`config.mk`:
```
export PLATFORM = sky130hd
export DESIGN_NAME = spd_alu
export DESIGN_NICKNAME = d
export VERILOG_FILES = /design/src/hw/rtl/spd_alu.sv
export SDC_FILE = /design/constraint.sdc
export NUM_CORES = 1
export LEC_CHECK = 0
export BUFFER_PORTS_ARGS = -buffer_cell sky130_fd_sc_hd__buf_2
export CORE_AREA = 2 2 39 41
export DETAILED_ROUTE_END_ITERATION = 6
export DIE_AREA = 0 0 41 43
export PLACE_DENSITY_LB_ADDON = 0.1
export RECOVER_POWER = 100
export SYNTH_ARGS = -nofsm -noshare
export SYNTH_HDL_FRONTEND = slang
export SYNTH_SLANG_ARGS = --single-unit
export TNS_END_PERCENT = 10
```
`constraint.sdc`:
```
create_clock -name vclk -period 2.65
set_input_delay 0.1325 -clock vclk [all_inputs]
set_output_delay 0.1325 -clock vclk [all_outputs]
set_load 0.005 [all_outputs]
```
`src/hw/rtl/spd_alu.sv`:
```
// Shared subtract/compare unit: difference plus borrow (a < b).
`timescale 1ns / 1ps
`default_nettype none
module spd_alu #(
  parameter int W = 13
) (
  input  logic [W-1:0] a,
  input  logic [W-1:0] b,
  output logic [W-1:0] diff,
  output logic         borrow
);

  logic [W:0] full;

  assign full   = {1'b0, a} - {1'b0, b};
  assign diff   = full[W-1:0];
  assign borrow = full[W];

endmodule
`default_nettype wire

```
==> summary.md <==
| Metric | Value |
|---|---|
| CP max FO | 3 |
| Final hold violation count | 0 |
| Antenna violations before repair | 0 |
| Synth Instances | 94 |
| Routability cong. | 0.694 |
| Class of the tightest hold or removal check | in -> out |
| Type of the worst setup path | in -> out |
| Fmax achieved | 0.472 GHz |
| Fraction of layout cells with a size suffix above 1 | 0.260 |
| Clock share of power | 0 |
| Starting density of the core | 0.456 |
| Gr ovfl total | 0 |
| Die footprint | 1760 sq um |
| Share of synthesized area occupied by flip-flops and latches | 0 |
| Total of max-cap violations | 0 |
| Hold bufs inserted after CTS | 0 |
| Sw frac | 0.500 |
| Setup fix buffers added after clock tree synthesis | 0 |
| Worst slew margin | 0.817 |
| Vertical die dimension | 43 microns |
| Clock Buffer Count | 0 |
| Final number of max-transition violations | 0 |
| Total number of vias | 736 |
| Synth Net Count | 134 |
| Pin count of the biggest net entering global routing | 9 |
| End-of-flow core utilization | 0.598 |
| Die Wd | 41 microns |
| Pin slew with the least headroom to its limit | 0.274 ns |
| Startpoint kind of the worst setup timing path | input port |
| Mean post-synth cell area | 6.71 sq um |
| Hold WS | 0.588 ns |
| Vias in the first global route | 653 |
| FF/Latch Area | 0 sq um |
| Final-layout setup total negative slack | 0 ns |
| First-pass detailed-route iteration total | 3 |
| PostCTS Resize Cnt | 0 |
| Endpoint type of the worst setup path | output port |
| Leakage dissipation | 0.000473 uW |
| Sequential fraction of design power | 0 |
| Internal power summed over all cells | 98.7 uW |
| Wire length reported by the detailed router | 1.37 mm |
| Wire length of the first global-routing pass | 2.26 mm |
| Required time at the endpoint of the critical path | 2.52 ns |
| Clock period minus worst slack | 2.12 ns |
| Post-route insts no fill | 147 |
| Average wire per standard cell | 9.32 microns |
| Worst VDD drop | 102 uV |
| Post-Synthesis Cell Area | 631 sq um |
| Final critical-path share of the clock period | 0.799 |
| Iter 0 DRT Violations | 4 |
| Worst endpoint data arrival time | 1.99 ns |
| CP Launch Point | a[0] |
| Placed wire-length estimate | 1.23 mm |
| Destination of the critical timing path | diff[12] |
| Global Route Usage Sum | 0.167 |
| Cell count after placement | 147 |
| Part of the power in combinational logic | 1.000 |
| Antenna violation net count after detailed routing | 0 |
| Area of the core | 1380 sq um |
| FP Rows | 14 |
| Count of input and output buffers | 40 |
| Warning count from the yosys run | 0 |
| Power per cell area | 239 nW/um^2 |
| Net switching power | 98.9 uW |
| Io pins | 40 |
| DRC violation count after routing | 0 |
| Number of failing setup endpoints in the final timing report | 0 |
| Post-synth cell types | 28 |
| Via density | 5.01 |
| Number of flip-flops and latches | 0 |
| Syn-to-layout area delta | 31.2% |
| Final #Nets | 173 |
| Outcome | finished, final reports clean |
| Setup repair after global routing missed its margin | false |
| Diodes inserted | 0 |
==> area by class of cell <==
class / instances / area, sq um
Multi-Input combinational cell: 75 / 556
Fill cell: 149 / 557
Inverter: 16 / 60.1
Timing Repair Buffer: 40 / 191
Tap cell: 16 / 20.0
==> per-layer routing <==
metal,share of wire,routed length [microns],global-route usage
met1,0.42,569,0.194
met2,0.53,725,0.331
met3,0.055,75,0
met4,0,0,0
met5,0,0,0
==> placed cells by master, fill, tap and decap left out <==
| master | n |
|---|---|
| a21oi_1 | 9 |
| fa_1 | 1 |
| nor2b_1 | 2 |
| and4b_1 | 1 |
| o22ai_1 | 3 |
| xnor2_1 | 4 |
| nor2_1 | 10 |
| inv_1 | 16 |
| or3_1 | 2 |
| a221o_1 | 1 |
| a31oi_1 | 2 |
| o211ai_1 | 1 |
| nand4_1 | 1 |
| clkbuf_2 | 5 |
| or2_2 | 1 |
| nand2_1 | 3 |
| a41oi_1 | 1 |
| nand3_1 | 3 |
| mux2i_1 | 1 |
| xor2_1 | 4 |
| o31a_1 | 2 |
| o21ai_0 | 4 |
| clkbuf_1 | 7 |
| ha_1 | 13 |
| a21o_1 | 3 |
| nand2b_1 | 1 |
| buf_2 | 28 |
| o21a_1 | 1 |
| o21ai_1 | 1 |
==> cells in the mapped netlist (2+ instances only) <==
library cell	count	area [sq um]
xor2_1	4	35.0
ha_1	13	163
nor2b_1	2	12.5
nor2_1	10	37.5
or3_1	2	12.5
o22ai_1	3	18.8
a31oi_1	2	12.5
o21ai_0	4	20.0
a21oi_1	9	45.0
xnor2_1	4	35.0
o31a_1	2	17.5
nand3_1	3	15.0
buf_2	2	10.0
inv_1	16	60.1
a21o_1	3	22.5
nand2_1	3	11.3
==> critical path: stages <==
cell,delay (ns)
buf_2,0.09
inv_1,0.04
ha_1,0.15
inv_1,0.05
fa_1,0.40
a21oi_1,0.22
o22ai_1,0.16
a21oi_1,0.21
nor2_1,0.06
or3_1,0.33
buf_2,0.13
==> stage by stage <==
step | setup slack, ns | total power (uW) | area, sq um
finish | 0.532 | 198 | 827
global route | 0.376 | 227 | 827
CTS | 0.516 | 205 | 836
detailed placement | 0.528 | 203 | 836
global placement | 0.569 | 200 | 836
floorplan | 0.890 | 131 | 631
==> logic make-up (layout without fill, tap and decap cells) <==
logic type                 count (synthesis)  count (layout)  share of synthesized area
adders and majority gates                 14              14                      0.290
muxes                                      1               1                     0.0159
and+or+nand+nor                           24              24                      0.187
AOI/OAI and AO/OA                         28              28                      0.278
xor gates and xnor gates                   8               8                      0.111
buffers and inverters                     19              56                      0.119
==> worst min-delay path by stage <==
stage          start      end  slack, ns  cells past startpoint
6_report        b[0]  diff[0]       0.59                      4
5_1_grt         b[0]  diff[0]       0.63                      4
4_1_cts         b[0]  diff[0]       0.59                      4
3_5_place_dp    b[0]  diff[0]       0.59                      4
3_3_place_gp    b[0]  diff[0]       0.59                      4
2_1_floorplan   b[0]  diff[0]       0.40                      2
==> power by group through the flow <==
stage | Sequential (uW) | Clock (uW) | Combinational, uW
2_1_floorplan | 0 | 0 | 131
3_3_place_gp | 0 | 0 | 200
3_5_place_dp | 0 | 0 | 203
4_1_cts | 0 | 0 | 205
5_1_grt | 0 | 0 | 227
6_report | 0 | 0 | 198
No activity file was read; power rests on OpenSTA's default activity.
